<file path="src/rtl/pjcf_pkg.sv">
// ----------------------------------------------------------------------------
// pjcf_pkg
// Shared types, constants and helpers of the position jump confirm filter.
// ----------------------------------------------------------------------------
package pjcf_pkg;

    localparam int COORD_WIDTH = 16;
    localparam int CFG_W       = 15;
    localparam int COUNT_W     = 8;
    localparam int IDX_W       = 2;

    // squares and their three-term sum
    localparam int SQ_W    = 2 * COORD_WIDTH;
    localparam int SUM_W   = SQ_W + 2;
    localparam int THR_W   = 2 * CFG_W;
    localparam int WIDE_W  = (SUM_W > THR_W) ? SUM_W : THR_W;
    localparam int TOL_W   = (COORD_WIDTH > CFG_W) ? COORD_WIDTH : CFG_W;

    localparam logic [CFG_W-1:0]   CHANGE_TOL_RST = CFG_W'(10);
    localparam logic [CFG_W-1:0]   JUMP_THR_RST   = CFG_W'(500);
    localparam logic [CFG_W-1:0]   CAND_TOL_RST   = CFG_W'(200);
    localparam logic [COUNT_W-1:0] CONFIRM_RST    = COUNT_W'(3);

    typedef enum logic [IDX_W-1:0] {
        REG_CHANGE_TOL = 2'd0,
        REG_JUMP_THR   = 2'd1,
        REG_CAND_TOL   = 2'd2,
        REG_CONFIRM    = 2'd3
    } reg_idx_t;

    typedef enum logic [1:0] {
        ST_UNCHANGED  = 2'd0,
        ST_NEW_CAND   = 2'd1,
        ST_CONFIRMING = 2'd2,
        ST_ACCEPTED   = 2'd3
    } status_t;

    typedef struct packed {
        logic signed [COORD_WIDTH-1:0] x;
        logic signed [COORD_WIDTH-1:0] y;
        logic signed [COORD_WIDTH-1:0] z;
    } pose_t;

    typedef struct packed {
        logic [CFG_W-1:0]   change_tol;
        logic [CFG_W-1:0]   jump_thr;
        logic [CFG_W-1:0]   cand_tol;
        logic [COUNT_W-1:0] confirm_need;
    } cfg_t;

    // magnitude of a - b; always fits in COORD_WIDTH unsigned bits
    function automatic logic [COORD_WIDTH-1:0] abs_diff(
        input logic signed [COORD_WIDTH-1:0] a,
        input logic signed [COORD_WIDTH-1:0] b
    );
        logic signed [COORD_WIDTH:0] d;
        logic signed [COORD_WIDTH:0] n;
        d = {a[COORD_WIDTH-1], a} - {b[COORD_WIDTH-1], b};
        n = -d;
        return d[COORD_WIDTH] ? n[COORD_WIDTH-1:0] : d[COORD_WIDTH-1:0];
    endfunction

endpackage

</file>
<file path="src/rtl/pjcf_cfg.sv">
// ----------------------------------------------------------------------------
// pjcf_cfg
// Configuration register file, write-only, loaded by index.
// ----------------------------------------------------------------------------
module pjcf_cfg
    import pjcf_pkg::*;
(
    input  logic             clk,
    input  logic             rst_n,
    input  logic             cfg_we,
    input  logic [IDX_W-1:0] cfg_index,
    input  logic [CFG_W-1:0] cfg_data,
    output cfg_t             cfg
);

    cfg_t cfg_reg;
    cfg_t cfg_next;

    always_comb
    begin
        cfg_next = cfg_reg;
        if (cfg_we)
        begin
            unique case (cfg_index)
                REG_CHANGE_TOL: cfg_next.change_tol   = cfg_data;
                REG_JUMP_THR:   cfg_next.jump_thr     = cfg_data;
                REG_CAND_TOL:   cfg_next.cand_tol     = cfg_data;
                REG_CONFIRM:    cfg_next.confirm_need = cfg_data[COUNT_W-1:0];
            endcase
        end
    end

    always_ff @(posedge clk or negedge rst_n)
    begin
        if (!rst_n)
        begin
            cfg_reg.change_tol   <= CHANGE_TOL_RST;
            cfg_reg.jump_thr     <= JUMP_THR_RST;
            cfg_reg.cand_tol     <= CAND_TOL_RST;
            cfg_reg.confirm_need <= CONFIRM_RST;
        end
        else
        begin
            cfg_reg <= cfg_next;
        end
    end

    assign cfg = cfg_reg;

endmodule

</file>
<file path="src/rtl/pjcf_dist.sv">
// ----------------------------------------------------------------------------
// pjcf_dist
// Squared Euclidean distance between two poses.
// ----------------------------------------------------------------------------
module pjcf_dist
    import pjcf_pkg::*;
(
    input  pose_t            a,
    input  pose_t            b,
    output logic [SUM_W-1:0] dist_sq
);

    logic [COORD_WIDTH-1:0] dx;
    logic [COORD_WIDTH-1:0] dy;
    logic [COORD_WIDTH-1:0] dz;
    logic [SQ_W-1:0]        sx;
    logic [SQ_W-1:0]        sy;
    logic [SQ_W-1:0]        sz;

    assign dx = abs_diff(a.x, b.x);
    assign dy = abs_diff(a.y, b.y);
    assign dz = abs_diff(a.z, b.z);

    assign sx = SQ_W'(dx) * SQ_W'(dx);
    assign sy = SQ_W'(dy) * SQ_W'(dy);
    assign sz = SQ_W'(dz) * SQ_W'(dz);

    assign dist_sq = SUM_W'(sx) + SUM_W'(sy) + SUM_W'(sz);

endmodule

</file>
<file path="src/rtl/position_jump_confirm_filter_top.sv">
// ----------------------------------------------------------------------------
// position_jump_confirm_filter_top
// Path: the input word register loads at the accept edge, the result
// register when the held word advances; the decision and both squared
// distances sit between. Throughput: one word per cycle while the result
// side does not stall; pose and count state update as the word advances.
// Reset: asynchronous, active low; poses and count clear to zero, registers
// return to their defaults, both channels empty.
// ----------------------------------------------------------------------------
module position_jump_confirm_filter_top
    import pjcf_pkg::*;
(
    input  logic                          clk,
    input  logic                          rst_n,
    input  logic                          cfg_we,
    input  logic [IDX_W-1:0]              cfg_index,
    input  logic [CFG_W-1:0]              cfg_data,
    input  logic                          in_valid,
    output logic                          in_stall,
    input  logic signed [COORD_WIDTH-1:0] pos_x,
    input  logic signed [COORD_WIDTH-1:0] pos_y,
    input  logic signed [COORD_WIDTH-1:0] pos_z,
    output logic                          out_valid,
    input  logic                          out_stall,
    output logic                          accepted,
    output logic [1:0]                    status,
    output logic signed [COORD_WIDTH-1:0] out_x,
    output logic signed [COORD_WIDTH-1:0] out_y,
    output logic signed [COORD_WIDTH-1:0] out_z,
    output logic [COUNT_W-1:0]            confirm_count
);

    cfg_t cfg;

    pjcf_cfg u_cfg (
        .clk       (clk),
        .rst_n     (rst_n),
        .cfg_we    (cfg_we),
        .cfg_index (cfg_index),
        .cfg_data  (cfg_data),
        .cfg       (cfg)
    );

    // input word register
    logic  s1_valid_reg, s1_valid_next;
    pose_t s1_pose_reg;
    logic  in_take;
    logic  s1_adv;

    // filter state
    pose_t              last_reg, last_next;
    pose_t              pend_reg, pend_next;
    logic [COUNT_W-1:0] count_reg, count_next;

    // result register
    logic               out_valid_reg, out_valid_next;
    logic               acc_reg, acc_next;
    status_t            status_reg, status_next;
    pose_t              opose_reg;
    logic [COUNT_W-1:0] ocount_reg;

    assign s1_adv   = s1_valid_reg && (!out_valid_reg || !out_stall);
    assign in_stall = s1_valid_reg && !s1_adv;
    assign in_take  = in_valid && !in_stall;

    always_comb
    begin
        s1_valid_next = s1_valid_reg;
        if (in_take)
            s1_valid_next = 1'b1;
        else if (s1_adv)
            s1_valid_next = 1'b0;
    end

    // distances of the held word from the accepted and the pending pose
    logic [SUM_W-1:0] dsq_last;
    logic [SUM_W-1:0] dsq_pend;

    pjcf_dist u_dist_last (
        .a       (s1_pose_reg),
        .b       (last_reg),
        .dist_sq (dsq_last)
    );

    pjcf_dist u_dist_pend (
        .a       (s1_pose_reg),
        .b       (pend_reg),
        .dist_sq (dsq_pend)
    );

    logic               changed;
    logic               big_jump;
    logic               far_cand;
    logic [WIDE_W-1:0]  jt_sq;
    logic [WIDE_W-1:0]  ct_sq;
    logic [COUNT_W-1:0] count_inc;
    logic [TOL_W-1:0]   tol;

    assign tol     = TOL_W'(cfg.change_tol);
    assign changed = (TOL_W'(abs_diff(s1_pose_reg.x, last_reg.x)) > tol)
                  || (TOL_W'(abs_diff(s1_pose_reg.y, last_reg.y)) > tol)
                  || (TOL_W'(abs_diff(s1_pose_reg.z, last_reg.z)) > tol);

    assign jt_sq    = WIDE_W'(cfg.jump_thr) * WIDE_W'(cfg.jump_thr);
    assign ct_sq    = WIDE_W'(cfg.cand_tol) * WIDE_W'(cfg.cand_tol);
    assign big_jump = WIDE_W'(dsq_last) > jt_sq;
    assign far_cand = WIDE_W'(dsq_pend) > ct_sq;

    // saturate the confirmation count
    assign count_inc = (count_reg == {COUNT_W{1'b1}}) ? count_reg
                                                      : count_reg + 1'b1;

    always_comb
    begin
        last_next   = last_reg;
        pend_next   = pend_reg;
        count_next  = count_reg;
        acc_next    = 1'b0;
        status_next = ST_UNCHANGED;
        if (changed)
        begin
            if (big_jump && far_cand)
            begin
                // restart on a new candidate
                pend_next   = s1_pose_reg;
                count_next  = COUNT_W'(1);
                status_next = ST_NEW_CAND;
            end
            else if (big_jump && (count_inc < cfg.confirm_need))
            begin
                count_next  = count_inc;
                status_next = ST_CONFIRMING;
            end
            else
            begin
                last_next   = s1_pose_reg;
                pend_next   = s1_pose_reg;
                count_next  = '0;
                acc_next    = 1'b1;
                status_next = ST_ACCEPTED;
            end
        end
    end

    always_comb
    begin
        out_valid_next = out_valid_reg;
        if (s1_adv)
            out_valid_next = 1'b1;
        else if (!out_stall)
            out_valid_next = 1'b0;
    end

    always_ff @(posedge clk or negedge rst_n)
    begin
        if (!rst_n)
        begin
            s1_valid_reg  <= 1'b0;
            out_valid_reg <= 1'b0;
            last_reg      <= '0;
            pend_reg      <= '0;
            count_reg     <= '0;
        end
        else
        begin
            s1_valid_reg  <= s1_valid_next;
            out_valid_reg <= out_valid_next;
            if (s1_adv)
            begin
                last_reg  <= last_next;
                pend_reg  <= pend_next;
                count_reg <= count_next;
            end
        end
    end

    always_ff @(posedge clk)
    begin
        if (in_take)
        begin
            s1_pose_reg.x <= pos_x;
            s1_pose_reg.y <= pos_y;
            s1_pose_reg.z <= pos_z;
        end
        if (s1_adv)
        begin
            acc_reg    <= acc_next;
            status_reg <= status_next;
            opose_reg  <= last_next;
            ocount_reg <= count_next;
        end
    end

    assign out_valid     = out_valid_reg;
    assign accepted      = acc_reg;
    assign status        = status_reg;
    assign out_x         = opose_reg.x;
    assign out_y         = opose_reg.y;
    assign out_z         = opose_reg.z;
    assign confirm_count = ocount_reg;

    // the shown pose always tracks the accepted state
    a_pose_tracks_state: assert property (@(posedge clk) disable iff (!rst_n)
        out_valid |-> (opose_reg == last_reg))
        else $error("result pose differs from accepted state");

    a_accept_clears_count: assert property (@(posedge clk) disable iff (!rst_n)
        (out_valid && accepted) |-> (confirm_count == '0 && status == ST_ACCEPTED))
        else $error("accepted word with count not cleared");

    a_new_cand_count: assert property (@(posedge clk) disable iff (!rst_n)
        (out_valid && status == ST_NEW_CAND) |-> (confirm_count == COUNT_W'(1)))
        else $error("new candidate without count of one");

    a_stall_needs_word: assert property (@(posedge clk) disable iff (!rst_n)
        in_stall |-> (s1_valid_reg && out_valid_reg && out_stall))
        else $error("input stalled with no word held");

    a_unchanged_keeps_state: assert property (@(posedge clk) disable iff (!rst_n)
        (s1_adv && !changed) |=> (last_reg == $past(last_reg)
                                  && count_reg == $past(count_reg)))
        else $error("unchanged word altered state");

endmodule

</file>
<file path="config.mk">
export PLATFORM = sky130hd
export DESIGN_NAME = position_jump_confirm_filter_top
export DESIGN_NICKNAME = d
export VERILOG_FILES = /design/src/rtl/pjcf_pkg.sv /design/src/rtl/pjcf_cfg.sv /design/src/rtl/pjcf_dist.sv /design/src/rtl/position_jump_confirm_filter_top.sv
export SDC_FILE = /design/constraint.sdc
export NUM_CORES = 2
export LEC_CHECK = 0
export ABC_AREA = 1
export BUFFER_PORTS_ARGS = -buffer_cell sky130_fd_sc_hd__buf_2
export CORE_UTILIZATION = 30
export DETAILED_ROUTE_END_ITERATION = 10
export PLACE_DENSITY_LB_ADDON = 0.05
export SLEW_MARGIN = 10
export SYNTH_ARGS = -nofsm -noshare
export SYNTH_HDL_FRONTEND = slang
export SYNTH_SLANG_ARGS = --single-unit
</file>
<file path="constraint.sdc">
create_clock -name clk -period 24.7 [get_ports clk]
set_input_delay 4.94 -clock clk [delete_from_list [all_inputs] [get_ports clk]]
set_output_delay 4.94 -clock clk [all_outputs]
set_load 0.01 [all_outputs]
</file>
==> results.yml <==
routing:
  dr.pass1.iters: 6
  postRouteAntennaNets: 0
  wl_um: 244000
  drcViolationCount: 0
  avgRoutedWirePerCell_um: 18.4
  post_drt_via_cell_ratio: 4.45
  first_iter_violations: 2474
  dr_total_vias: 59000
global_routing:
  antenna_found_initial: 9
  grt_pass1_vias: 65100
  grt_pass1_wl_um: 385000
  grt_max_degree: 97
  grt-ovfl-total: 0
  grtUsageTotal_pct: 19.0
floorplan:
  ios: 131
  fp-row-count: 187
  initial_core_util_pct: 30.3
  die_area_um2: 265000
  die_w_um: 515
  fp.dieH_um: 515
  core_area_um2: 260000
sta:
  finalSetupTns_ns: 0
  timing.final.crit_share_pct: 67.7
  max_clock_freq_mhz: 59.8
  worstMarginPinSlew_ns: 1.22
  fin_worst_skew_ns: 0.0205
  relSlewSlack_pct: 18.0
  rsz0062_at_grt: "no"
  worst_hold_slack_ns: 0.484
  fin_crit_ns: 16.72
  setup_viol: 0
  drv_slew: 0
  hold_viol: 0
clocking:
  cts.path.max_buffers: 3
  cts_resized: 0
  cts_buffers: 26
  post-cts-setup-buffer-count: 0
  clockRootBuffer: "clkbuf_16"
  cts_tree: "done"
  cts_sinks: 266
  path_clk_slew_ns: 0.08
  hold_buffers: 0
  h-tree-depth: 1
  clock_latency_ns: 0.59
worst_setup_path:
  arrival_ns: 17.08
  cp_slowest_cell: "xor2_2"
  critPathBufInv: 9
  worstPathRequired_ns: 25.05
  crit_type: "flip-flop to flip-flop"
  worstSetupEndpointType: "flip-flop"
  slowest_delay_ns: 0.65
  cp_common_cell: "fa_1"
  critPathMaxFanout: 48
  startpoint_type: "flip-flop"
  cp_top_family: "adder cells"
logic_synthesis:
  synth-seq-cells: 266
  yosysTopAreaCell: "fa_1"
  yosysWarnings: 0
  yosysTopAreaCellShare_pct: 36.7
  ys_seq_area_share_pct: 9.14
  synth.avg_cell_area_um2: 8.11
  netlist_area_um2: 78800
  synth.distinct_cells: 62
  synthArstFlopShare_pct: 59.8
  synthFlopType: "dfrtp_1"
  netlist_instances: 9723
  synth_edf_count: 107
  syn-num-nets: 12200
  synth.area.top_cells: "fa_1 (37%), ha_1 (16%), inv_1 (13%)"
min_path:
  hold_class: "flip-flop to flip-flop"
cells_and_area:
  fill_cells: 27900
  area_delta_synth_final_pct: 7.04
  layout.nets: 12200
  largest_reg_flops: 53
  final-instance-count-excl-fill: 13300
  drive_above_1_share_pct: 3.45
place:
  dp_cells: 13200
  place.gp.congestion: 0.857
  port_buffers: 130
  dp_hpwl_um: 214000
job:
  drv_cap: 0
outcome:
  status: "finished clean"
[worst register-to-register path: cells and delay by family (launching register included)]
kind,cells,cell delay (ns)
DFF,1,0.36
adders and majority gates,17,7.48
AOI/OAI and AO/OA,13,2.81
buffers and inverters,9,2.03
xor gates and xnor gates,3,1.07
and+or+nand+nor,16,2.75
[cell usage in the layout (no fill, tap or decap), types with 63 or more instances in the layout]
cell type,n
inv_1,2732
nand2_1,1650
fa_1,1446
ha_1,979
nor2_1,842
nand3_1,316
a21oi_1,302
o21ai_0,231
xor2_1,174
dfrtp_1,146
buf_2,129
xnor2_1,117
edfxtp_1,107
buf_4,74
nand4_1,63
[path summary, 6_finish.rpt]
check                                           from                         to  slack (ns)  cells past startpoint
min reg2reg                  last_reg[9]$_DFFE_PN0P_    last_reg[9]$_DFFE_PN0P_        0.48                      2
min                          last_reg[9]$_DFFE_PN0P_    last_reg[9]$_DFFE_PN0P_        0.48                      2
max                        s1_pose_reg[32]$_DFFE_PP_         out_x[5]$_DFFE_PP_        7.98                     58
max reg2reg                s1_pose_reg[32]$_DFFE_PP_         out_x[5]$_DFFE_PP_        7.98                     58
max in group asynchronous                      rst_n  u_cfg.cfg[32]$_DFFE_PN0P_       18.28                      3
min in group asynchronous                      rst_n   pend_reg[31]$_DFFE_PN0P_        4.33                      1
[cell usage after synthesis, types with 3 or more instances]
library cell	count
o221ai_1	6
o21a_1	17
xor2_1	177
o21ai_0	231
a21o_1	25
nor2_1	843
and2_1	49
nand4_1	63
xnor2_1	117
nor4_1	12
inv_2	17
or2_2	14
a221oi_1	5
o31ai_1	6
a31oi_1	19
nand3_1	316
dfstp_2	13
clkinv_1	6
clkbuf_1	129
a21boi_0	19
edfxtp_1	107
nand2_2	17
nand3b_1	22
buf_2	59
buf_6	7
and3_1	3
fa_1	1446
dfrtp_1	146
nand2_1	1650
o21bai_1	34
a21oi_1	302
a211oi_1	7
ha_1	979
nor3_2	3
o211ai_1	6
o21ai_2	3
a31o_2	6
nor3_1	55
buf_1	6
o21ai_1	14
buf_4	5
inv_1	2734
[per-layer routing]
metal  track usage, %  vias to the layer above  share of wire [%]
li1                 -                    28900                  -
met1             23.4                    29400                 42
met2             36.3                      582                 54
met3            0.626                      162                1.7
met4             3.85                        0                2.2
met5                0                        -                  0
[area by class of cell]
| class | count | area [um2] | area share [%] |
|---|---|---|---|
| Clock buffer | 35 | 716 | 0.848 |
| Multi-Input combinational cell | 6493 | 60400 | 71.6 |
| Antenna cell | 2 | 5.00 | 0.00593 |
| Clock inverter | 13 | 133 | 0.157 |
| Timing Repair Buffer | 204 | 1210 | 1.44 |
| Sequential cell | 266 | 7210 | 8.54 |
| Inverter | 2757 | 10300 | 12.3 |
| Tap cell | 3496 | 4370 | 5.18 |
[metrics by stage]
step	area, um2	util (%)	worst slack (ns)
floorplan	78800	-	11.26
global placement	83500	32.1	8.19
detailed placement	83500	32.1	7.87
CTS	84400	32.4	7.82
global route	84400	32.4	6.65
finish	84400	32.4	7.98
[logic make-up (layout without fill, tap and decap cells)]
group	count (synthesis)	in the layout	synth area share, %
other	0	2	0
xor gates and xnor gates	297	297	3.33
AOI/OAI and AO/OA	710	710	5.05
DFF	266	266	9.14
buffers and inverters	2964	3009	14.3
and+or+nand+nor	3061	3061	15.9
adders and majority gates	2425	2425	52.3
Power is left out: the tool's default activity adds up to more than one toggle a clock period on the data nets, which glitch-free logic cannot reach.
